`config.mk`:
```
export PLATFORM = sky130hd
export DESIGN_NAME = signed_int_to_decimal_ascii
export DESIGN_NICKNAME = d
export VERILOG_FILES = /design/src/rtl/sida_pkg.sv /design/src/rtl/sida_dd_stage.sv /design/src/rtl/sida_serializer.sv /design/src/rtl/signed_int_to_decimal_ascii.sv
export SDC_FILE = /design/constraint.sdc
export NUM_CORES = 1
export LEC_CHECK = 0
export BUFFER_PORTS_ARGS = -buffer_cell sky130_fd_sc_hd__clkbuf_2
export CAP_MARGIN = 20
export CORE_MARGIN = 2
export CORE_UTILIZATION = 23
export CTS_CLUSTER_DIAMETER = 30
export DETAILED_ROUTE_END_ITERATION = 10
export SETUP_SLACK_MARGIN = 0.2
export SYNTH_ARGS = -nofsm -noshare
export SYNTH_HDL_FRONTEND = slang
export SYNTH_SLANG_ARGS = --single-unit
```
`constraint.sdc`:
```
create_clock -name clk_i -period 11.6 [get_ports clk_i]
set_input_delay 3.48 -clock clk_i [delete_from_list [all_inputs] [get_ports clk_i]]
set_output_delay 3.48 -clock clk_i [all_outputs]
set_load 0.01 [all_outputs]
```
`src/rtl/sida_pkg.sv`:
```
// Package for the decimal text block: widths, ASCII constants and the
// digit-extraction step shared by the pipeline stages. Depends on nothing.
package sida_pkg;
  localparam int unsigned NumDigits = 10;
  localparam logic [7:0] DigitBase = 8'd48;
  localparam logic [7:0] MinusCode = 8'd45;

  // One BCD step: add 3 to every digit of five or more, then double the
  // BCD number and shift in one binary bit.
  function automatic logic [4*NumDigits-1:0] dd_step(logic [4*NumDigits-1:0] b, logic bit_in);
    logic [4*NumDigits-1:0] t;
    t = b;
    for (int i = 0; i < NumDigits; i++) begin
      if (t[4*i+:4] >= 4'd5) t[4*i+:4] = t[4*i+:4] + 4'd3;
    end
    return {t[4*NumDigits-2:0], bit_in};
  endfunction
endpackage

```
`src/rtl/sida_dd_stage.sv`:
```
// One pipeline stage of the double-dabble converter: eight bit steps.
// Depends on sida_pkg.
module sida_dd_stage #(
  parameter int unsigned Steps = 8
) (
  input  logic        clk_i,
  input  logic        rst_ni,
  input  logic        en_i,
  input  logic        valid_i,
  input  logic        neg_i,
  input  logic [31:0] bits_i,
  input  logic [39:0] bcd_i,
  output logic        valid_o,
  output logic        neg_o,
  output logic [31:0] bits_o,
  output logic [39:0] bcd_o
);
  import sida_pkg::*;
  logic [39:0] bcd_d, bcd_q;
  logic [31:0] bits_q;
  logic        neg_q, valid_q;

  always_comb begin
    bcd_d = bcd_i;
    for (int s = 0; s < Steps; s++) begin
      bcd_d = dd_step(bcd_d, bits_i[31-s]);
    end
  end

  always_ff @(posedge clk_i or negedge rst_ni) begin
    if (!rst_ni) begin
      valid_q <= 1'b0;
    end else if (en_i) begin
      valid_q <= valid_i;
    end
  end

  always_ff @(posedge clk_i) begin
    if (en_i) begin
      bcd_q  <= bcd_d;
      bits_q <= bits_i << Steps;
      neg_q  <= neg_i;
    end
  end

  assign valid_o = valid_q;
  assign neg_o   = neg_q;
  assign bits_o  = bits_q;
  assign bcd_o   = bcd_q;
endmodule

```
`src/rtl/sida_serializer.sv`:
```
// Output serializer: turns one BCD word into a run of ASCII characters.
// Depends on sida_pkg.
module sida_serializer (
  input  logic        clk_i,
  input  logic        rst_ni,
  input  logic        valid_i,
  output logic        ready_o,
  input  logic        neg_i,
  input  logic [39:0] bcd_i,
  output logic        valid_o,
  input  logic        ready_i,
  output logic [7:0]  char_code_o,
  output logic        last_char_o
);
  import sida_pkg::*;
  logic        busy_q, busy_d;
  logic        sign_q, sign_d;
  logic [39:0] bcd_q, bcd_d;
  logic [3:0]  idx_q, idx_d;
  logic [3:0]  top;

  // Index of the most significant nonzero digit, zero when all are zero.
  always_comb begin
    top = 4'd0;
    for (int i = 1; i < NumDigits; i++) begin
      if (bcd_i[4*i+:4] != 4'd0) top = 4'(i);
    end
  end

  assign ready_o     = !busy_q || (ready_i && !sign_q && idx_q == 4'd0);
  assign valid_o     = busy_q;
  assign char_code_o = sign_q ? MinusCode : (DigitBase + {4'd0, bcd_q[4*idx_q+:4]});
  assign last_char_o = !sign_q && idx_q == 4'd0;

  always_comb begin
    busy_d = busy_q;
    sign_d = sign_q;
    bcd_d  = bcd_q;
    idx_d  = idx_q;
    if (busy_q && ready_i) begin
      if (sign_q) begin
        sign_d = 1'b0;
      end else if (idx_q != 4'd0) begin
        idx_d = idx_q - 4'd1;
      end else begin
        busy_d = 1'b0;
      end
    end
    if (valid_i && ready_o) begin
      busy_d = 1'b1;
      sign_d = neg_i;
      bcd_d  = bcd_i;
      idx_d  = top;
    end
  end

  always_ff @(posedge clk_i or negedge rst_ni) begin
    if (!rst_ni) begin
      busy_q <= 1'b0;
      sign_q <= 1'b0;
      idx_q  <= 4'd0;
    end else begin
      busy_q <= busy_d;
      sign_q <= sign_d;
      idx_q  <= idx_d;
    end
  end

  always_ff @(posedge clk_i) begin
    bcd_q <= bcd_d;
  end
endmodule

```
`src/rtl/signed_int_to_decimal_ascii.sv`:
```
// Signed 32-bit integer to decimal ASCII text, top level.
// Depends on sida_pkg, sida_dd_stage and sida_serializer.
//
// Each accepted word is a signed 32-bit value; the block returns its decimal
// text one character per output word, most significant first, with '-' ahead
// of negative values and last_char_o set on the final character. A number
// is one to eleven characters, all through the single serializer port; the
// magnitude goes through a four-stage double-dabble pipeline (eight bits per
// stage) that takes a new word every cycle unless held, and holds in place
// while its last word waits on the serializer, so none is dropped or repeated.
module signed_int_to_decimal_ascii (
  input  logic        clk_i,
  input  logic        rst_ni,
  input  logic        valid_i,
  output logic        ready_o,
  input  logic [31:0] value_i,
  output logic        valid_o,
  input  logic        ready_i,
  output logic [7:0]  char_code_o,
  output logic        last_char_o
);
  import sida_pkg::*;
  localparam int unsigned NStages = 4;

  logic        v  [NStages+1];
  logic        n  [NStages+1];
  logic [31:0] b  [NStages+1];
  logic [39:0] d  [NStages+1];
  logic        ser_ready, en;

  // The whole pipeline advances together when its tail is free or empty.
  assign en      = ser_ready || !v[NStages];
  assign ready_o = en;

  // Magnitude in 32-bit unsigned arithmetic covers the most negative value.
  assign v[0] = valid_i;
  assign n[0] = value_i[31];
  assign b[0] = value_i[31] ? (32'd0 - value_i) : value_i;
  assign d[0] = '0;

  for (genvar g = 0; g < NStages; g++) begin : g_stage
    sida_dd_stage #(.Steps(8)) u_stage (
      .clk_i, .rst_ni, .en_i(en),
      .valid_i(v[g]), .neg_i(n[g]), .bits_i(b[g]), .bcd_i(d[g]),
      .valid_o(v[g+1]), .neg_o(n[g+1]), .bits_o(b[g+1]), .bcd_o(d[g+1])
    );
  end

  sida_serializer u_ser (
    .clk_i, .rst_ni,
    .valid_i(v[NStages]), .ready_o(ser_ready),
    .neg_i(n[NStages]), .bcd_i(d[NStages]),
    .valid_o, .ready_i, .char_code_o, .last_char_o
  );
endmodule

```
Yosys cells after proc, flatten, opt, wreduce, memory -nomap -nowiden
Cells that the tools add are included.
Cells by class
  add/subtract/negate cells: 268
  order comparisons: 265
  equal/unequal tests: 2
  shifts and indexed selects: 1
  multiplexer cells: 286
  reduce and logical (&&, ||, !) cells: 25
Operator list (count)
  $ge A4 B3 Y1 const B: 255
  $mux W4: 254
  $add A4 B2 Y4 const B: 234
  $mux W3: 22
  $add A3 B2 Y3 const B: 21
  $reduce_bool A4 Y1: 10
  $shiftx A40 B7 Y4: 1
  $mux W32: 1
  $sub A1 B32 Y32 const A: 1
  $add A1 B2 Y3 const B: 9
  $ge A1 B3 Y1 const B: 9
  $mux W1: 8
  $mux W8: 1
  $add A6 B4 Y7 const A: 1
  $reduce_and A3 Y1: 2
  $logic_and A1 B1 Y1: 5
  $logic_not A4 Y1: 1
  $ne A2 B2 Y1 const B: 2
  $reduce_bool A2 Y1: 2
  $sub A4 B1 Y4 const B: 1
  $add A1 B2 Y3 const AB: 1
  $ge A1 B3 Y1 const AB: 1
  $logic_not A1 Y1: 3
  $logic_or A1 B1 Y1: 2
Storage, ports and cells
  register bits: 250
  output and inout bits: 11
  word-level logic and storage cells: 867

Longest topological paths before layout
  depth in word-level cells: 16
  mapped depth: 37
  mapped depth without buffers: 36

Modules after synthesis
Synthesis repeated with hierarchy kept, for this count alone.
Second synthesis, totals
  cells, all modules: 7180
  area total of the unflattened synthesis: 54692.5 um^2
Modules (own cells, without submodules)
  sida_dd_stage: times used 4, cells an instance 1733, area each 12943.7 um^2
  sida_serializer: times used 1, cells an instance 146, area each 2142.1 um^2
  signed_int_to_decimal_ascii: times used 1, cells an instance 102, area each 775.7 um^2

Worst setup path after synthesis
OpenSTA, ideal clock, no wires.
  kind: in2out
  start point: input port ready_i
  end point: output port ready_o
  arrival time: 7214 ps
  data required time: 8120 ps
  setup slack: 906 ps
  stages on the path: 4
  path buffers: 0
  path through: nand2_1 -> o21ai_0 -> inv_1 -> nand2_1
On the way
  word-level cells in the longest chain between the ends: 4
RTL lines
  start: declaration: RTL line signed_int_to_decimal_ascii.sv:18  | input logic ready_i,
  $logic_and A1 B1 Y1 (2 in a row): RTL line sida_serializer.sv:30  | assign ready_o = !busy_q || (ready_i && !sign_q && idx_q == 4'd0);
  $logic_or A1 B1 Y1: RTL line sida_serializer.sv:30
  $logic_or A1 B1 Y1: RTL line signed_int_to_decimal_ascii.sv:32  | assign en = ser_ready || !v[NStages];
  end: declaration: RTL line signed_int_to_decimal_ascii.sv:15  | output logic ready_o,
No other way between the ends.

Worst setup path after layout
  start point: input port value_i[2]
  end point: register g_stage[0].u_stage.bcd_q[2] (data pin)
On the way
  word-level cells in the longest chain between the ends: 16
  elaborated cells on any way between the ends: 23
  classes of those cells: add/sub (8); order compare (7); mux (8)
RTL lines
  start: declaration: RTL line signed_int_to_decimal_ascii.sv:16  | input logic [31:0] value_i,
  $sub A1 B32 Y32 *: RTL line signed_int_to_decimal_ascii.sv:38  | assign b[0] = value_i[31] ? (32'd0 - value_i) : value_i;
  $mux W32 *: RTL line signed_int_to_decimal_ascii.sv:38
  $ge A1 B3 Y1 / $add A1 B2 Y3 (equally long branches): RTL line sida_pkg.sv:14  | if (t[4*i+:4] >= 4'd5) t[4*i+:4] = t[4*i+:4] + 4'd3;
  $mux W4: RTL line sida_pkg.sv:14
  $add A4 B2 Y4 / $ge A4 B3 Y1 (equally long branches): RTL line sida_pkg.sv:14
  $mux W4: RTL line sida_pkg.sv:14
  $add A4 B2 Y4 / $ge A4 B3 Y1 (equally long branches): RTL line sida_pkg.sv:14
  $mux W4: RTL line sida_pkg.sv:14
  $ge A4 B3 Y1 / $add A4 B2 Y4 (equally long branches): RTL line sida_pkg.sv:14
  $mux W4: RTL line sida_pkg.sv:14
  $add A4 B2 Y4 / $ge A4 B3 Y1 (equally long branches): RTL line sida_pkg.sv:14
  $mux W4: RTL line sida_pkg.sv:14
  $ge A4 B3 Y1 / $add A4 B2 Y4 (equally long branches): RTL line sida_pkg.sv:14
  $mux W4: RTL line sida_pkg.sv:14
  $add A4 B2 Y4 / $ge A4 B3 Y1 (equally long branches): RTL line sida_pkg.sv:14
  $mux W4 *: RTL line sida_pkg.sv:14
  named net g_stage[0].u_stage.bcd_d[2]: RTL line sida_dd_stage.sv:19  | logic [39:0] bcd_d, bcd_q;
  end signal: assignment: RTL line sida_dd_stage.sv:40  | bcd_q <= bcd_d;
  end: declaration: RTL line sida_dd_stage.sv:19
The timed path passes the listed nets; every way through them passes the cells marked *.
A chain may end at the register's enable or synchronous reset.

==> qor.txt <==
Fmax = 0.1051 GHz
I/O pin count = 47
Drt pass-1 iters = 5
Status = finished, final reports clean
Gr usage total = 9.408%
Placed insts = 4793
Setup violators final = 0
Worst setup margin = 2.082 ns
Mux contribution to synthesized area = 7.905%
Rel. slew slack = 30.17%
Core area = 0.1139 mm^2
Initial antenna violation count = 0
Critical path launch point = value_i[2]
Resized Gates After CTS = 0
Setup WS pre-CTS = 1.425 ns
Compound-Gate Fraction of Synth Area = 30.69%
Main synth FF type = edfxtp_1
Vias = 24038
# clock sinks = 204
Post-synthesis simple-gate area fraction = 20.70%
Synth Area in XOR/XNOR = 5.051%
Largest family of logic cells by synthesized area = compound AO/OA/AOI/OAI gates
Largest cells by area after synthesis = edfxtp_1 (22%), ha_1 (7.1%), a21oi_1 (4.4%)
Total wire length = 57090 um
Post-route minimum period = 9.518 ns
Gate Count Post-Synth = 3338
Min-delay src = g_stage[0].u_stage.bits_o[17]$_DFFE_PP_
Asr flop ratio synth = 4.902%
Die area = 0.1171 mm^2
Fin nets = 3521
Vias per Instance = 4.918
Clock-pin slew on the worst setup and hold paths = 0.05 ns
Yosys warns = 0
Cts hold-fix bufs = 0
CP max stage delay = 0.72 ns
Longest Clk Path Bufs = 3
Final std cells w/o fill = 4888
HP Class = reg -> reg
CP Data Required Time = 11.92 ns
First-pass GRT wire length = 97770 um
RSZ-0062 raised after global routing = false
Final Hold Vio Count = 0
Seq/Total Area, Yosys = 23.10%
Cts bufs inserted = 51
Vias in the first global route = 21438
Post-route antenna net violation count = 0
Clk_skew = 0.03798 ns
Post-synth EDFFs = 194
Crit path top cell by count = ha_1
Worst-Margin Slew = 1.039 ns
CP Capture Type = flop
Row cnt = 124
Mapped Area = 0.02631 mm^2
Avg Cell Area, Syn = 7.881 um^2
CTS tree = yes
Yosys cell types = 124
Residual DRC count = 0
Initial drt markers = 1124
Area delta synth->final = 13.74%
Die X = 342.2 um
Antenna diodes = 0
Buffers added on ports = 43
DP HPWL = 43270 um
Starting Density = 23.10%
RePlAce Congestion = 0.7976
Worst hold margin = 0.4134 ns
Worst R2R Start = g_stage[1].u_stage.bcd_o[0]$_DFFE_PP_
Worst-skew pair later-pin latency = 0.59 ns
Flops & latches, synth = 204
Crit Path Category = in -> reg
Final Max Slew Viols = 0
Max_cap viols = 0
Crit-path slowest cell = nor4_2
Gr ovfl total = 0
Startpoint types = input pin
Max FO, Critical Path = 4
Post-synth top area cell = edfxtp_1
Height of the die = 342.2 um
Share of layout cells above drive strength 1 = 9.953%
H-tree depth = 2
CTS root buf = clkbuf_16
Period Utilization, post-route = 82.05%
Fillcell total = 12264
Routed len/inst = 11.68 um
Setup TNS = 0 ns
Synth top area share = 22.15%
CP arrival = 9.83 ns
Post-CTS Setup Bufs = 0
Synth Area in Adders = 7.277%
Pin count of the biggest net entering global routing = 68
## final cells by class
| type | count | area, um^2 | share of cell area, % |
|---|---|---|---|
| clock inverters | 38 | 534.3 | 1.786 |
| well taps | 1512 | 1892 | 6.323 |
| flip-flops and latches | 204 | 6076 | 20.31 |
| clock buffers | 55 | 1313 | 4.387 |
| inverters | 237 | 890.9 | 2.977 |
| multi-input cells | 2783 | 18870 | 63.08 |
| repair buffers | 59 | 340.3 | 1.137 |
## cell families after synthesis
group / Yosys count
multiplexers: 185
other: 2
adder cells (fa/ha/maj): 154
flip-flops: 204
AND/OR/NAND/NOR: 1125
XOR/XNOR: 140
buffers and inverters: 352
AO/OA/AOI/OAI: 1176
## per-stage QoR
stage                     utilization (%)  area, um^2
after global placement              24.63       28050
after floorplan                         -       26310
after CTS                           26.26       29900
after detailed placement            24.63       28050
final                               26.27       29920
after global routing                26.27       29920
## path summary, 6_finish.rpt
kind,to,slack [ns],cells past startpoint
worst min register to register,g_stage[1].u_stage.bits_o[25]$_DFFE_PP_,0.41,0
min in group asynchronous,u_ser.idx_q[0]$_DFFE_PN0P_,2.77,1
worst max register to register,g_stage[2].u_stage.bcd_o[5]$_DFFE_PP_,3.08,30
max in group asynchronous,u_ser.sign_q$_DFFE_PN0P_,8.60,1
worst max-delay path,g_stage[0].u_stage.bcd_o[2]$_DFFE_PP_,2.08,30
worst min-delay path,g_stage[1].u_stage.bits_o[25]$_DFFE_PP_,0.41,0
## worst max-delay path, delay by kind of cell
family | cells | cell delay (ns)
adders and majority gates | 6 | 1.43
and+or+nand+nor | 10 | 2.05
AOI/OAI and AO/OA | 5 | 1.06
muxes | 1 | 0.08
buffers and inverters | 3 | 0.23
xor gates and xnor gates | 5 | 1.51
## Yosys cell counts (all sizes together) (37+ instances only)
library cell / number
nor2: 300
o21a: 55
ha: 149
nand2: 300
a31oi: 43
a21oi: 232
edfxtp: 194
clkbuf: 88
o21ai: 259
mux2i: 112
a211oi: 49
or2: 46
o211ai: 75
mux2: 63
nor3: 81
nand2b: 68
inv: 231
nand3: 86
xnor2: 101
xor2: 37
and2: 46
o22ai: 43
a21o: 38
nor2b: 58
## state kept, by name, summed over array words and instances (netlist names)
signal / flops
u_ser.valid_o: 1
u_ser.idx_q: 4
g_stage.u_stage.neg_o: 4
g_stage.u_stage.bcd_o: 102
u_ser.sign_q: 1
g_stage.u_stage.valid_o: 4
u_ser.bcd_q: 40
g_stage.u_stage.bits_o: 48
## placed cells by master, fill, tap and decap left out, types with 52 or more instances in the layout
cell type,instances
mux2i_1,109
clkbuf_16,52
a21oi_1,231
o21ai_0,215
edfxtp_1,194
inv_1,216
nor2_1,298
ha_1,149
o21a_1,55
o211ai_1,73
nand3_1,86
nand2b_1,68
xnor2_1,99
mux2_2,61
nand2_1,299
nor3_1,78
nor2b_1,58
## metal layers
metal  up-vias  GRT usage (%)  routed length (um)
met2       341          15.45               25500
met3        71          1.592                2041
met1     11027          12.78               28550
li1      12599              -                   -
met5         -              0                   0
met4         0          2.275                 985
Power is left out: the tool's default activity adds up to more than one toggle a clock period on the data nets, which glitch-free logic cannot reach.
